File: config.mk
export PLATFORM = sky130hd
export DESIGN_NAME = priority_round_robin_scheduler
export DESIGN_NICKNAME = d
export VERILOG_FILES = /design/src/hdl/prrs_pkg.sv /design/src/hdl/prrs_ram.sv /design/src/hdl/priority_round_robin_scheduler.sv
export SDC_FILE = /design/constraint.sdc
export NUM_CORES = 1
export LEC_CHECK = 0
export ABC_CLOCK_PERIOD_IN_PS = 3750
export BUFFER_PORTS_ARGS = -buffer_cell sky130_fd_sc_hd__buf_2
export CORE_MARGIN = 1
export CORE_UTILIZATION = 56
export DETAILED_ROUTE_END_ITERATION = 12
export HOLD_SLACK_MARGIN = 0.05
export PLACE_DENSITY = 0.76
export SLEW_MARGIN = 20
export SYNTH_ARGS = -nofsm -noshare
export SYNTH_HDL_FRONTEND = slang
export SYNTH_SLANG_ARGS = --single-unit
File: constraint.sdc
create_clock -name clk -period 3.75 [get_ports clk]
set_input_delay 0 -clock clk [delete_from_list [all_inputs] [get_ports clk]]
set_output_delay 0 -clock clk [all_outputs]
set_load 0.005 [all_outputs]
File: src/hdl/prrs_pkg.sv
// Shared constants and types for the priority round-robin scheduler.
`timescale 1ns / 1ps

package prrs_pkg;

  localparam int CAPACITY_DEFAULT = 16;

  localparam int PRIO_W   = 8;
  localparam int TICKS_W  = 16;
  localparam int STATUS_W = 3;

  localparam logic KIND_INSERT = 1'b0;
  localparam logic KIND_RUN    = 1'b1;

  localparam logic [STATUS_W-1:0] ST_INSERTED = 3'd0;
  localparam logic [STATUS_W-1:0] ST_FULL     = 3'd1;
  localparam logic [STATUS_W-1:0] ST_PENDING  = 3'd2;
  localparam logic [STATUS_W-1:0] ST_FINISHED = 3'd3;
  localparam logic [STATUS_W-1:0] ST_EMPTIED  = 3'd4;
  localparam logic [STATUS_W-1:0] ST_IDLE     = 3'd5;

  typedef struct packed {
    logic [PRIO_W-1:0]  prio;
    logic [TICKS_W-1:0] ticks;
  } entry_t;

  localparam int ENTRY_W = PRIO_W + TICKS_W;

endpackage

File: src/hdl/prrs_ram.sv
// Generic single-write, single-read RAM with registered read data.
`timescale 1ns / 1ps

module prrs_ram #(
  parameter int WIDTH = 8,
  parameter int DEPTH = 16,
  localparam int ADDR_W = (DEPTH > 1) ? $clog2(DEPTH) : 1
) (
  input  logic              clk,
  input  logic              wr_en,
  input  logic [ADDR_W-1:0] wr_addr,
  input  logic [WIDTH-1:0]  wr_data,
  input  logic [ADDR_W-1:0] rd_addr,
  output logic [WIDTH-1:0]  rd_data
);

  logic [WIDTH-1:0] mem [DEPTH];

  always_ff @(posedge clk) begin
    if (wr_en) begin
      mem[wr_addr] <= wr_data;
    end
    rd_data <= mem[rd_addr];
  end

endmodule

File: src/hdl/priority_round_robin_scheduler.sv
// Priority round-robin scheduler: task table in RAM with a shifting sequencer.
//
// Input channel (in_valid / in_stall) carries one item: kind selects an
// insert of a task (new_priority, new_time) or a run of one tick on the
// task at the cursor. Output channel (out_valid / out_stall) returns exactly
// one item per input item: status, ran_priority, time_left and task_count.
//
// The task table sits in one RAM, kept sorted by ascending priority. An
// insert walks down from the last entry, moving each entry of equal or larger
// priority (at the head, only a larger one) up one place per cycle until the
// slot is found; a finished run closes the gap by moving the following
// entries down, also one per cycle. The single RAM port pair sets the pace:
// one entry moved per cycle.
// The block takes one item at a time; in_stall is high while an item is
// in progress. A finished result waits in the output register while the
// next item is already worked on; a stalled result is held unchanged and
// only the completion of the following item waits for it.
// Reset (rst, synchronous) empties the table and returns the cursor to the
// head; no clearing pass is needed.
`timescale 1ns / 1ps

module priority_round_robin_scheduler
  import prrs_pkg::*;
#(
  parameter int CAPACITY = CAPACITY_DEFAULT,
  localparam int IDX_W = (CAPACITY > 1) ? $clog2(CAPACITY) : 1,
  localparam int CNT_W = $clog2(CAPACITY + 1)
) (
  input  logic                clk,
  input  logic                rst,
  input  logic                in_valid,
  output logic                in_stall,
  input  logic                kind,
  input  logic [PRIO_W-1:0]   new_priority,
  input  logic [TICKS_W-1:0]  new_time,
  output logic                out_valid,
  input  logic                out_stall,
  output logic [STATUS_W-1:0] status,
  output logic [PRIO_W-1:0]   ran_priority,
  output logic [TICKS_W-1:0]  time_left,
  output logic [CNT_W-1:0]    task_count
);

  localparam logic [2:0] S_IDLE  = 3'd0;
  localparam logic [2:0] S_INS   = 3'd1;
  localparam logic [2:0] S_PUT   = 3'd2;
  localparam logic [2:0] S_RUN   = 3'd3;
  localparam logic [2:0] S_SHIFT = 3'd4;
  localparam logic [2:0] S_DONE  = 3'd5;

  localparam logic [CNT_W-1:0] FULL_COUNT = CNT_W'(CAPACITY);

  logic [2:0]          state, state_next;
  logic [CNT_W-1:0]    count, count_next;
  logic [IDX_W-1:0]    cursor, cursor_next;
  logic [IDX_W-1:0]    ptr, ptr_next;
  logic [IDX_W-1:0]    cur, cur_next;
  logic [PRIO_W-1:0]   req_prio, req_prio_next;
  logic [TICKS_W-1:0]  req_ticks, req_ticks_next;
  logic [STATUS_W-1:0] res_status, res_status_next;
  logic [PRIO_W-1:0]   res_prio, res_prio_next;
  logic [TICKS_W-1:0]  res_ticks, res_ticks_next;

  logic                wr_en;
  logic [IDX_W-1:0]    wr_addr;
  entry_t              wr_entry;
  logic [IDX_W-1:0]    rd_addr;
  logic [ENTRY_W-1:0]  rd_data;
  entry_t              rd_entry;

  logic [CNT_W:0]      count_ext;
  logic [CNT_W:0]      ptr_ext;
  logic [CNT_W:0]      cur_ext;
  logic [IDX_W-1:0]    cur_sel;
  logic                move_up;
  logic                load_out;

  assign rd_entry  = entry_t'(rd_data);
  assign count_ext = {1'b0, count};
  assign ptr_ext   = (CNT_W + 1)'(ptr);
  assign cur_ext   = (CNT_W + 1)'(cur);
  // a cursor past the last entry counts as the head
  assign cur_sel   = ((CNT_W + 1)'(cursor) >= count_ext) ? '0 : cursor;
  // head compares strictly below, the rest compare equal or above
  assign move_up   = (ptr == '0) ? (req_prio < rd_entry.prio) : (rd_entry.prio >= req_prio);
  assign in_stall  = (state != S_IDLE);
  assign load_out  = (state == S_DONE) && (!out_valid || !out_stall);

  prrs_ram #(
    .WIDTH (ENTRY_W),
    .DEPTH (CAPACITY)
  ) u_table (
    .clk     (clk),
    .wr_en   (wr_en),
    .wr_addr (wr_addr),
    .wr_data (wr_entry),
    .rd_addr (rd_addr),
    .rd_data (rd_data)
  );

  always_comb begin
    state_next      = state;
    count_next      = count;
    cursor_next     = cursor;
    ptr_next        = ptr;
    cur_next        = cur;
    req_prio_next   = req_prio;
    req_ticks_next  = req_ticks;
    res_status_next = res_status;
    res_prio_next   = res_prio;
    res_ticks_next  = res_ticks;
    wr_en           = 1'b0;
    wr_addr         = ptr;
    wr_entry        = rd_entry;
    rd_addr         = ptr;

    unique case (state)
      S_IDLE: begin
        if (in_valid) begin
          req_prio_next  = new_priority;
          req_ticks_next = new_time;
          res_prio_next  = '0;
          res_ticks_next = '0;
          if (kind == KIND_INSERT) begin
            if (count == FULL_COUNT) begin
              res_status_next = ST_FULL;
              state_next      = S_DONE;
            end else if (count == '0) begin
              wr_en           = 1'b1;
              wr_addr         = '0;
              wr_entry        = '{prio: new_priority, ticks: new_time};
              count_next      = CNT_W'(1);
              cursor_next     = '0;
              res_status_next = ST_INSERTED;
              state_next      = S_DONE;
            end else begin
              ptr_next   = IDX_W'(count - CNT_W'(1));
              rd_addr    = IDX_W'(count - CNT_W'(1));
              state_next = S_INS;
            end
          end else begin
            if (count == '0) begin
              cursor_next     = '0;
              res_status_next = ST_IDLE;
              state_next      = S_DONE;
            end else begin
              cur_next   = cur_sel;
              rd_addr    = cur_sel;
              state_next = S_RUN;
            end
          end
        end
      end

      S_INS: begin
        // rd_entry is the entry at ptr; fetch the one below for the next step
        rd_addr = ptr - IDX_W'(1);
        wr_en   = 1'b1;
        wr_addr = ptr + IDX_W'(1);
        if (move_up) begin
          wr_entry = rd_entry;
          if (ptr == '0) begin
            state_next = S_PUT;
          end else begin
            ptr_next = ptr - IDX_W'(1);
          end
        end else begin
          wr_entry        = '{prio: req_prio, ticks: req_ticks};
          count_next      = count + CNT_W'(1);
          cursor_next     = '0;
          res_status_next = ST_INSERTED;
          state_next      = S_DONE;
        end
      end

      S_PUT: begin
        wr_en           = 1'b1;
        wr_addr         = '0;
        wr_entry        = '{prio: req_prio, ticks: req_ticks};
        count_next      = count + CNT_W'(1);
        cursor_next     = '0;
        res_status_next = ST_INSERTED;
        state_next      = S_DONE;
      end

      S_RUN: begin
        // early fetch of the successor in case the entry finishes
        rd_addr       = IDX_W'(cur_ext + (CNT_W + 1)'(1));
        res_prio_next = rd_entry.prio;
        if (rd_entry.ticks > TICKS_W'(1)) begin
          wr_en           = 1'b1;
          wr_addr         = cur;
          wr_entry        = '{prio: rd_entry.prio, ticks: rd_entry.ticks - TICKS_W'(1)};
          cursor_next     = (cur_ext + (CNT_W + 1)'(1) == count_ext) ? '0 : cur + IDX_W'(1);
          res_ticks_next  = rd_entry.ticks - TICKS_W'(1);
          res_status_next = ST_PENDING;
          state_next      = S_DONE;
        end else begin
          res_ticks_next = '0;
          if (cur_ext + (CNT_W + 1)'(1) < count_ext) begin
            ptr_next   = cur;
            state_next = S_SHIFT;
          end else begin
            count_next = count - CNT_W'(1);
            if (count == CNT_W'(1)) begin
              cursor_next     = '0;
              res_status_next = ST_EMPTIED;
            end else begin
              cursor_next     = (cur_ext >= count_ext - (CNT_W + 1)'(1)) ? '0 : cur;
              res_status_next = ST_FINISHED;
            end
            state_next = S_DONE;
          end
        end
      end

      S_SHIFT: begin
        // rd_entry is the entry at ptr + 1, moved down into ptr
        wr_en    = 1'b1;
        wr_addr  = ptr;
        wr_entry = rd_entry;
        rd_addr  = IDX_W'(ptr_ext + (CNT_W + 1)'(2));
        ptr_next = ptr + IDX_W'(1);
        if (ptr_ext + (CNT_W + 1)'(2) >= count_ext) begin
          count_next = count - CNT_W'(1);
          if (count == CNT_W'(1)) begin
            cursor_next     = '0;
            res_status_next = ST_EMPTIED;
          end else begin
            cursor_next     = (cur_ext >= count_ext - (CNT_W + 1)'(1)) ? '0 : cur;
            res_status_next = ST_FINISHED;
          end
          state_next = S_DONE;
        end
      end

      S_DONE: begin
        if (load_out) begin
          state_next = S_IDLE;
        end
      end

      default: begin
        state_next = S_IDLE;
      end
    endcase
  end

  always_ff @(posedge clk) begin
    if (rst) begin
      state     <= S_IDLE;
      count     <= '0;
      cursor    <= '0;
      out_valid <= 1'b0;
    end else begin
      state  <= state_next;
      count  <= count_next;
      cursor <= cursor_next;
      if (load_out) begin
        out_valid <= 1'b1;
      end else if (!out_stall) begin
        out_valid <= 1'b0;
      end
    end
  end

  always_ff @(posedge clk) begin
    ptr        <= ptr_next;
    cur        <= cur_next;
    req_prio   <= req_prio_next;
    req_ticks  <= req_ticks_next;
    res_status <= res_status_next;
    res_prio   <= res_prio_next;
    res_ticks  <= res_ticks_next;
    if (load_out) begin
      status       <= res_status;
      ran_priority <= res_prio;
      time_left    <= res_ticks;
      task_count   <= count;
    end
  end

endmodule

==> results.md, run 1 <==
* IO buf count at 62
* Syn Std Cell Area at ~22000 sq um
* RSZ-0062 raised after global routing: no
* Number of top-level pins at 63
* Ys flop type: edfxtp_1
* Pins Over Slew Limit at 0
* Synth top cells by count: edfxtp_1 (475), mux2i_1 (189), nand2_1 (161)
* Nets at about 1700
* H-Tree Depth at 2
* Post-DRT Antenna Nets at 0
* GPL Wtd Cong at about 0.96
* Postcts setup bufs at 0
* Register bit total from synthesis at approximately 510
* GRT met3 Usage at under 10%
* Layout overhead on the synthesized area at 16.90%
* Dominant cell type by area after synthesis: edfxtp_1
* Seq/Total Area, Yosys at about 70%
* Die Area at a little under 40000 sq um
* Total wire length at between 50 and 60 mm
* Slew Limit Headroom at roughly 36%
* CP Capture Type: register
* Busiest layer in global routing: met2
* Tcrit/Tclk final at between 90% and 100%
* Vias in the first global route at 13420
* Final min period at 3.541 ns
* Status: complete, no violations
* Initial antenna violation count at 0
* Share of cells above drive strength 1 at ~17%
* First-pass GRT wire length at between 80 and 90 mm
* Worst Path Class, Setup: reg -> reg
* Clock Sinks at 512
* Die height at around 200 um
* Deepest clock path buffer count at 3
* Grt met1 use at between 30% and 40%
* FFs w/ async S/R, synth at 0%
* Core footprint at approximately 38000 sq um
* Post-DP HPWL at about 35 mm
* Total Routing Usage GR at approximately 28%
* Root cell of the clock tree: clkbuf_16
* Syn_nets at around 1500
* Met2 Use GR at ~44%
* Synth area leaders: edfxtp_1 (66%), mux2i_1 (8.7%), dfxtp_1 (3.4%)
* Skew final at 0.02188 ns
* Crit Path Max Fanout at 16
* Final Core Density at approximately 67%
* Die X at just under 200 um
* Max Freq at between 200 and 300 MHz
* # diodes at 0
* CTS tree: built
* GR Overflow Total at 0
* Synthesized area per cell at 14.74 sq um
* Drt drc at 0
* Final hold vios at 0
* # setup viols final at 0
* Initial Util at between 50% and 60%
* Vias per cell at just over 6
* Via Count at around 14000
* Max cap viols at 0
* TritonCTS Buffers at between 40 and 50
* Top-count cell post-synth: edfxtp_1
* Largest net degree at the start of global routing at 38
* R2R Setup Slk at ~0.21 ns
* FP Rows at 71
* Syn. warnings at 0
* Worst-path clk slew at roughly 0.07 ns
* Worst skew pair latency at 0.59 ns
* Hold Crit Class: in -> reg
* CP startpoint kind: register
* Critical Path AT at about 4 ns
* Wire per inst at approximately 25 um
* Worst-margin pin slew at around 0.96 ns
* Post-Syn Instances at approximately 1500
* First-pass DRT Iterations at 7
* CP required at 4.11 ns
* Post-synth EDFFs at about 480
* 1st-iter DRT viols at about 1400
* Setup TNS at 0 ns
* Area share of the largest cell type after synthesis at around 66%
* Library cells used by synthesis at 69
## state kept, by name, summed over array words and instances, names as in the netlist, 4 cells and up
| register | count |
|---|---|
| count | 5 |
| cur | 4 |
| cursor | 4 |
| ptr | 4 |
| ran_priority | 8 |
| req_prio | 8 |
| req_ticks | 16 |
| res_prio | 8 |
| res_ticks | 16 |
| task_count | 5 |
| time_left | 16 |
| u_table.mem | 384 |
| u_table.rd_data | 24 |
## what timing repair did
action	4_1_cts	5_1_grt
setup endpoints to repair	0	1
gates resized for setup	0	1
endpoints found under the hold margin	115	0
hold buffers	29	0
## routing by layer
layer | routed length, um | up-vias
li1 | - | 6073
met1 | 22490 | 6732
met2 | 25310 | 789
met3 | 5229 | 109
met4 | 1368 | 0
met5 | 0 | -
## per-stage QoR
stage | hold slack (ns) | cells | worst slack, ns | cell area (sq um)
floorplan | 0.07214 | 1473 | -0.1331 | 21720
global placement | 0.2085 | 2092 | 0.4376 | 23460
detailed placement | 0.2052 | 2092 | 0.3575 | 23460
CTS | 0.1423 | 2213 | 0.2813 | 25380
global route | 0.1666 | 2213 | 0.04657 | 25380
finish | 0.1592 | 2213 | 0.2094 | 25380
## path summary, 6_finish.rpt
kind                                  start                           to  cells after the start
setup / recovery      count[1]$_SDFFE_PP0P_  u_table.rd_data[16]$_DFF_P_                     11
hold / removal                 new_time[15]      req_ticks[15]$_DFFE_PP_                      2
setup reg to reg      count[1]$_SDFFE_PP0P_  u_table.rd_data[16]$_DFF_P_                     11
hold reg to reg   res_prio[0]$_SDFFCE_PN0P_    ran_priority[0]$_DFFE_PP_                      0
## cell families (layout without fill, tap and decap cells)
logic type               count (synthesis)  count (layout)  synth area share (%)
flip-flops                             512             512                 69.10
AND/OR/NAND/NOR                        325             325                 6.817
AO/OA/AOI/OAI                          264             264                 9.128
multiplexers                           193             193                 9.128
buffers and inverters                  119             348                 2.731
adder cells (fa/ha/maj)                 39              39                 2.247
XOR/XNOR                                21              21                0.8471
## final cells by class
type                    instances  area [sq um]
repair buffers                211          1727
well taps                     511         639.4
clock inverters                26         242.7
flip-flops and latches        512         15000
inverters                      45         168.9
clock buffers                  66          1383
fillers                      2547         12550
multi-input cells             842          6218
## worst max-delay path: stages, from the launching register on
cell and delay (ns):
dfxtp_1 0.33, inv_1 0.13, ha_1 0.26, nor3b_2 0.18, buf_4 0.16, o21ai_0 0.53, o221ai_2 0.25, nand3_4 0.31
buf_4 0.36, mux2i_1 0.29, o22a_1 0.20, o2111ai_1 0.28
## layout by cell type, fill, tap and decap left out, types with 14 or more instances in the layout
master	instances
nor2_2	18
buf_12	18
clkbuf_16	51
ha_1	39
buf_4	102
buf_2	62
a21oi_1	27
a32oi_1	24
dfxtp_1	37
a21o_1	32
inv_1	44
nand2_1	161
nor2_1	50
dlygate4sd3_1	29
o22a_1	25
mux2i_1	189
o2111ai_1	24
edfxtp_1	475
o21ai_0	36
a221oi_1	14
Power of run 1 is left out: the tool's default activity adds up to more than one toggle a clock period on the data nets, which glitch-free logic cannot reach.
==> run 2, diff against run 1 <==
- ABC_CLOCK_PERIOD_IN_PS: 3750 -> 4300
- CELL_PAD_IN_SITES_DETAIL_PLACEMENT: unset -> 1
- CELL_PAD_IN_SITES_GLOBAL_PLACEMENT: unset -> 1
- CORE_UTILIZATION: 56 -> 40
- PLACE_DENSITY: 0.76 -> unset
- PLACE_DENSITY_LB_ADDON: unset -> 0.1
- clock period: 3.75 -> 4.3 ns (I/O delays scaled with it)
==> run 2 against run 1 <==
Clock skew fell by 0.0018 ns. Global-route usage fell by 6.4 points. First-iteration DRC count fell by 36%. Hold slack got worse by 0.039 ns. Maximum frequency fell by 9.6%. Sequential share of layout area fell by 0.93 points. Non-clock buffer count fell by 12. Routed wire length rose by 10%. Cell area rose by 1.6%. Core utilization fell by 19 points. Die area rose by 40%. Critical path depth fell by 1. Largest cell class unchanged.
==> results.md, run 2 (synthesized netlist as in run 1, its figures left out) <==
* Largest net degree at the start of global routing at 35 (was 38)
* Die X at 235.0 um (was 198.9 um)
* Setup TNS at 0 ns (unchanged)
* # fillers at 5228 (was 2547)
* Crit Path Max Fanout at 16 (unchanged)
* CP top delay family: simple AND/OR/NAND/NOR gates (was compound AO/OA/AOI/OAI gates)
* Vias in the first global route at 13590 (was 13420)
* Commonest non-fill, non-tap cell in the layout: edfxtp_1 (unchanged)
* TritonCTS Buffers at 55 (was 49)
* Final Core Density at 48.01% (was 66.92%)
* Clock Sinks at 512 (unchanged)
* Worst skew pair latency at 0.61 ns (was 0.59 ns)
* Status: complete, no violations (unchanged)
* CP max-delay cell: a222oi_1 (was o21ai_0)
* WP buf/inv at 4 (was 3)
* # setup viols final at 0 (unchanged)
* Worst-margin pin slew at 1.019 ns (was 0.9615 ns)
* Layout overhead on the synthesized area at 18.76% (was 16.90%)
* Deepest clock path buffer count at 3 (unchanged)
* Drt drc at 0 (unchanged)
* Wire per inst at 25.01 um (was 24.58 um)
* Hold Crit Class: in -> reg (unchanged)
* Tcrit/Tclk final at 91.06% (was 94.42%)
* Final min period at 3.915 ns (was 3.541 ns)
* RSZ-0062 raised after global routing: no (unchanged)
* Max FFs per register at 384 (unchanged)
* CP Capture Type: register (unchanged)
* Skew final at 0.02005 ns (was 0.02188 ns)
* Max cap viols at 0 (unchanged)
* Peak per-stage delay on the critical path at 0.92 ns (was 0.53 ns)
* Post-DP HPWL at 39.06 mm (was 35.32 mm)
* Gates resized, CTS repair at 0 (unchanged)
* Root cell of the clock tree: clkbuf_16 (unchanged)
* CP startpoint kind: register (unchanged)
* Nets at 1724 (was 1729)
* Biggest register: u_table.mem (unchanged)
* Via Count at 13340 (was 13700)
* Number of top-level pins at 63 (unchanged)
* Die Area at 55220 sq um (was 39570 sq um)
* Pins Over Slew Limit at 0 (unchanged)
* Critical Path AT at 4.26 ns (was 3.90 ns)
* Core footprint at 53710 sq um (was 37930 sq um)
* GR Overflow Total at 0 (unchanged)
* # diodes at 0 (unchanged)
* GPL Wtd Cong at 0.8582 (was 0.9582)
* 1st-iter DRT viols at 910 (was 1430)
* Most frequent cells in the layout: edfxtp_1 (475), mux2i_1 (189), nand2_1 (161) (unchanged)
* First-pass DRT Iterations at 5 (was 7)
* IO buf count at 62 (unchanged)
* Initial antenna violation count at 2 (was 0)
* Worst-path clk slew at 0.06 ns (was 0.07 ns)
* Slew Limit Headroom at 31.94% (was 35.76%)
* Final hold vios at 0 (unchanged)
* Largest registers: u_table.mem x384, u_table.rd_data x24 (unchanged)
* Worst hold margin at 0.1200 ns (was 0.1592 ns)
* Max Freq at 255.4 MHz (was 282.4 MHz)
* FP Rows at 85 (was 71)
* Die height at 235.0 um (was 198.9 um)
* Initial Util at 40.43% (was 57.24%)
* Post-DRT Antenna Nets at 0 (unchanged)
* Worst Path Class, Setup: reg -> reg (unchanged)
* CTS tree: built (unchanged)
* Critical path, cell by cell: inv_1 > ha_1 > nor3b_1 > nand4_1 > nand3_1 > nand3_1 > a222oi_1 > buf_4 > inv_1 > buf_4 (was inv_1 > ha_1 > nor3b_2 > buf_4 > o21ai_0 > o221ai_2 > nand3_4 > buf_4 > mux2i_1 > o22a_1 > o2111ai_1)
* First-pass GRT wire length at 88.46 mm (was 81.00 mm)
* Share of cells above drive strength 1 at 17.09% (was 17.33%)
* CP required at 4.64 ns (was 4.11 ns)
* Total Routing Usage GR at 21.57% (was 28.00%)
* Vias per cell at 5.559 (was 6.192)
* Total wire length at 59.99 mm (was 54.40 mm)
* H-Tree Depth at 2 (unchanged)
run 2: routing by layer:
| layer | global-route usage (%) | up-vias | wire length, um |
|---|---|---|---|
| met5 | 0 | - | 0 |
| met4 | 5.781 | 0 | 1376 |
| met3 | 3.818 | 88 | 2883 |
| met2 | 33.46 | 322 | 26980 |
| met1 | 31.21 | 6846 | 28750 |
| li1 | - | 6080 | - |
run 2: cell type report:
cell class | count | area [sq um] | area share, %
Sequential cell | 512 | 15000 | 58.19
Clock inverter | 22 | 225.2 | 0.8734
Clock buffer | 82 | 1600 | 6.206
Timing Repair Buffer | 199 | 1649 | 6.395
Multi-Input combinational cell | 843 | 6269 | 24.31
Tap cell | 696 | 870.8 | 3.377
Inverter | 45 | 168.9 | 0.6550
run 2: what timing repair did:
item,in CTS,in global routing
endpoints found under the hold margin,107,0
setup buffers,0,15
setup endpoints to repair,0,2
hold buffers,29,0
run 2: worst reg2reg max path, stage by stage (launching register included):
cell      delay [ns]
edfxtp_1        0.57
inv_1           0.24
ha_1            0.28
nor3b_1         0.44
nand4_1         0.19
nand3_1         0.21
nand3_1         0.35
a222oi_1        0.92
buf_4           0.23
inv_1           0.04
buf_4           0.17
run 2: through the flow:
| step | worst slack (ns) | cell area, sq um | cells |
|---|---|---|---|
| 5_1_grt | 0.2329 | 25790 | 2399 |
| 3_5_place_dp | 0.2407 | 23510 | 2250 |
| 4_1_cts | 0.2336 | 25630 | 2383 |
| 3_3_place_gp | 0.2809 | 23510 | 2250 |
| 6_report | 0.3846 | 25790 | 2399 |
| 2_1_floorplan | 0.4169 | 21710 | 1473 |
run 2: final timing paths:
| path | startpoint | to | slack, ns | cells past startpoint |
|---|---|---|---|---|
| max | ptr[0]$_DFFE_PP_ | u_table.mem[6][16]$_DFFE_PP_ | 0.38 | 10 |
| min | new_time[6] | req_ticks[6]$_DFFE_PP_ | 0.12 | 2 |
| max reg2reg | ptr[0]$_DFFE_PP_ | u_table.mem[6][16]$_DFFE_PP_ | 0.38 | 10 |
| min reg2reg | res_prio[0]$_SDFFCE_PN0P_ | ran_priority[0]$_DFFE_PP_ | 0.42 | 0 |
Power of run 2 is left out for the same reason.
==> run 3, diff against run 2 <==
- ABC_CLOCK_PERIOD_IN_PS: 4300 -> unset
- RECOVER_POWER: unset -> 50
- REMOVE_ABC_BUFFERS: unset -> 1
==> run 3 against run 2 <==
The flow now finishes with violations (max-capacitance violations, max-slew violations). Clock-buffer cell count shrank 7. Die area is the same. Maximum frequency shrank 0.24%. Register-to-register slack is essentially flat. Core utilization shrank 0.94 points. Clock skew shrank 0.0066 ns. Cell area shrank 2.0%. Via count shrank 0.14%. Sequential share of layout area grew 1.2 points. Hold slack gained 0.031 ns. Global-route usage grew 0.97 points. Non-clock buffer count shrank 14.
==> results.md, run 3 (synthesized netlist as in run 1, its figures left out) <==
* Status: finished with violations (was complete, no violations)
* Failing checks: max-capacitance violations, max-slew violations
* IO buf count at 62 (unchanged)
* Pins Over Slew Limit at 14 (was 0)
* Root cell of the clock tree: clkbuf_16 (unchanged)
* Via Count at 13320 (was 13340)
* GR Overflow Total at 0 (unchanged)
* CP required at 4.61 ns (was 4.64 ns)
* Crit Path Max Fanout at 18 (was 16)
* RSZ-0062 raised after global routing: no (unchanged)
* TritonCTS Buffers at 55 (unchanged)
* Critical Path AT at 4.23 ns (was 4.26 ns)
* Worst skew pair latency at 0.61 ns (about the same)
* Setup WS pre-CTS at 0.4960 ns (was 0.2407 ns)
* CP Capture Type: register (unchanged)
* Commonest non-fill, non-tap cell in the layout: edfxtp_1 (unchanged)
* Deepest clock path buffer count at 3 (unchanged)
* Initial Util at 40.43% (unchanged)
* Busiest layer in global routing: met2 (unchanged)
* # setup viols final at 0 (unchanged)
* Nets at 1709 (was 1724)
* First-pass GRT wire length at 91.82 mm (was 88.46 mm)
* Biggest register: u_table.mem (unchanged)
* Die X at 235.0 um (unchanged)
* Slew Limit Headroom at -10.84% (was 31.94%)
* Max cap viols at 1 (was 0)
* Worst Path Class, Setup: reg -> reg (unchanged)
* Met2 Use GR at 37.33% (was 33.46%)
* Worst-path clk slew at 0.06 ns (about the same)
* Layout overhead on the synthesized area at 16.43% (was 18.76%)
* CTS tree: built (unchanged)
* Worst setup margin at 0.3752 ns (was 0.3846 ns)
* Skew final at 0.01342 ns (was 0.02005 ns)
* Finished Cell Area at 25280 sq um (was 25790 sq um)
* Vias in the first global route at 13940 (was 13590)
* First-pass DRT Iterations at 5 (unchanged)
* Total wire length at 61.79 mm (was 59.99 mm)
* Initial antenna violation count at 0 (was 2)
* Placed instance area at 23570 sq um (was 23510 sq um)
* Tcrit/Tclk final at 91.27% (was 91.06%)
* Gates resized, CTS repair at 0 (unchanged)
* Final min period at 3.925 ns (was 3.915 ns)
* CP startpoint kind: register (unchanged)
* Postcts setup bufs at 0 (unchanged)
* Max Freq at 254.8 MHz (was 255.4 MHz)
* Clock Sinks at 512 (unchanged)
* FP Rows at 85 (unchanged)
* Total Routing Usage GR at 22.54% (was 21.57%)
* Most frequent cells in the layout: edfxtp_1 (475), mux2i_1 (189), nand2_1 (161) (unchanged)
* Die height at 235.0 um (unchanged)
* 1st-iter DRT viols at 1036 (was 910)
* Grt met1 use at 30.69% (was 31.21%)
* Wire per inst at 25.94 um (was 25.01 um)
* Post-DP HPWL at 39.55 mm (was 39.06 mm)
* Largest registers: u_table.mem x384, u_table.rd_data x24 (unchanged)
* Core footprint at 53710 sq um (unchanged)
* Drt drc at 0 (unchanged)
* Max FFs per register at 384 (unchanged)
* GRT met3 Usage at 3.102% (was 3.818%)
* GPL Wtd Cong at 0.8455 (was 0.8582)
* Share of cells above drive strength 1 at 11.63% (was 17.09%)
* Hold Crit Class: in -> reg (unchanged)
* Final hold vios at 0 (unchanged)
* Largest net degree at the start of global routing at 46 (was 35)
* Worst-margin pin slew at 1.663 ns (was 1.019 ns)
* Post-DRT Antenna Nets at 0 (unchanged)
* Die Area at 55220 sq um (unchanged)
* Vias per cell at 5.591 (was 5.559)
* # diodes at 0 (unchanged)
* H-Tree Depth at 2 (unchanged)
* Number of top-level pins at 63 (unchanged)
run 3: final timing paths:
| kind | start | end | slack [ns] | cells past startpoint |
|---|---|---|---|---|
| max | state[2]$_SDFFE_PP0P_ | u_table.mem[6][1]$_DFFE_PP_ | 0.38 | 11 |
| max reg2reg | state[2]$_SDFFE_PP0P_ | u_table.mem[6][1]$_DFFE_PP_ | 0.38 | 11 |
| min | new_priority[7] | req_prio[7]$_DFFE_PP_ | 0.15 | 2 |
| min reg2reg | res_ticks[12]$_SDFFCE_PN0P_ | time_left[12]$_DFFE_PP_ | 0.42 | 0 |
run 3: layout make-up:
| type | count | area [sq um] |
|---|---|---|
| clock buffer | 75 | 1513 |
| clock inverter | 27 | 249.0 |
| fill | 5292 | 28430 |
| inverter | 45 | 168.9 |
| multi-input combinational | 842 | 6205 |
| sequential | 512 | 15000 |
| tap | 696 | 870.8 |
| timing repair buffer | 185 | 1271 |
run 3: worst max-delay path, stage by stage, from the launching register on:
cell and delay, ns:
dfxtp_1 0.49, clkbuf_1 0.56, nor2b_1 0.14, clkbuf_1 0.30, nand2_1 0.25, nor2_1 0.10, a221o_1 0.31, nor2b_1 0.17
nand2_1 0.14, buf_4 0.18, nor2_1 0.70, buf_12 0.27
run 3: metal layers:
| layer | share of wire, % | vias up |
|---|---|---|
| li1 | - | 6061 |
| met4 | 2.7 | 0 |
| met3 | 4.2 | 100 |
| met2 | 48 | 311 |
| met1 | 45 | 6845 |
| met5 | 0 | - |
run 3: through the flow:
step	hold slack [ns]	std cells	TNS [ns]	util, %
global placement	0.1990	2251	0	43.88
finish	0.1505	2382	0	47.07
CTS	0.08980	2382	0	47.70
floorplan	0.06907	1399	-277.73	-
detailed placement	0.1974	2251	0	43.88
global route	0.1380	2382	0	47.07
run 3: what timing repair did:
item,CTS,global route
setup endpoints to repair,0,0
hold buffers,29,0
endpoints found under the hold margin,72,0
Power of run 3 is left out for the same reason.
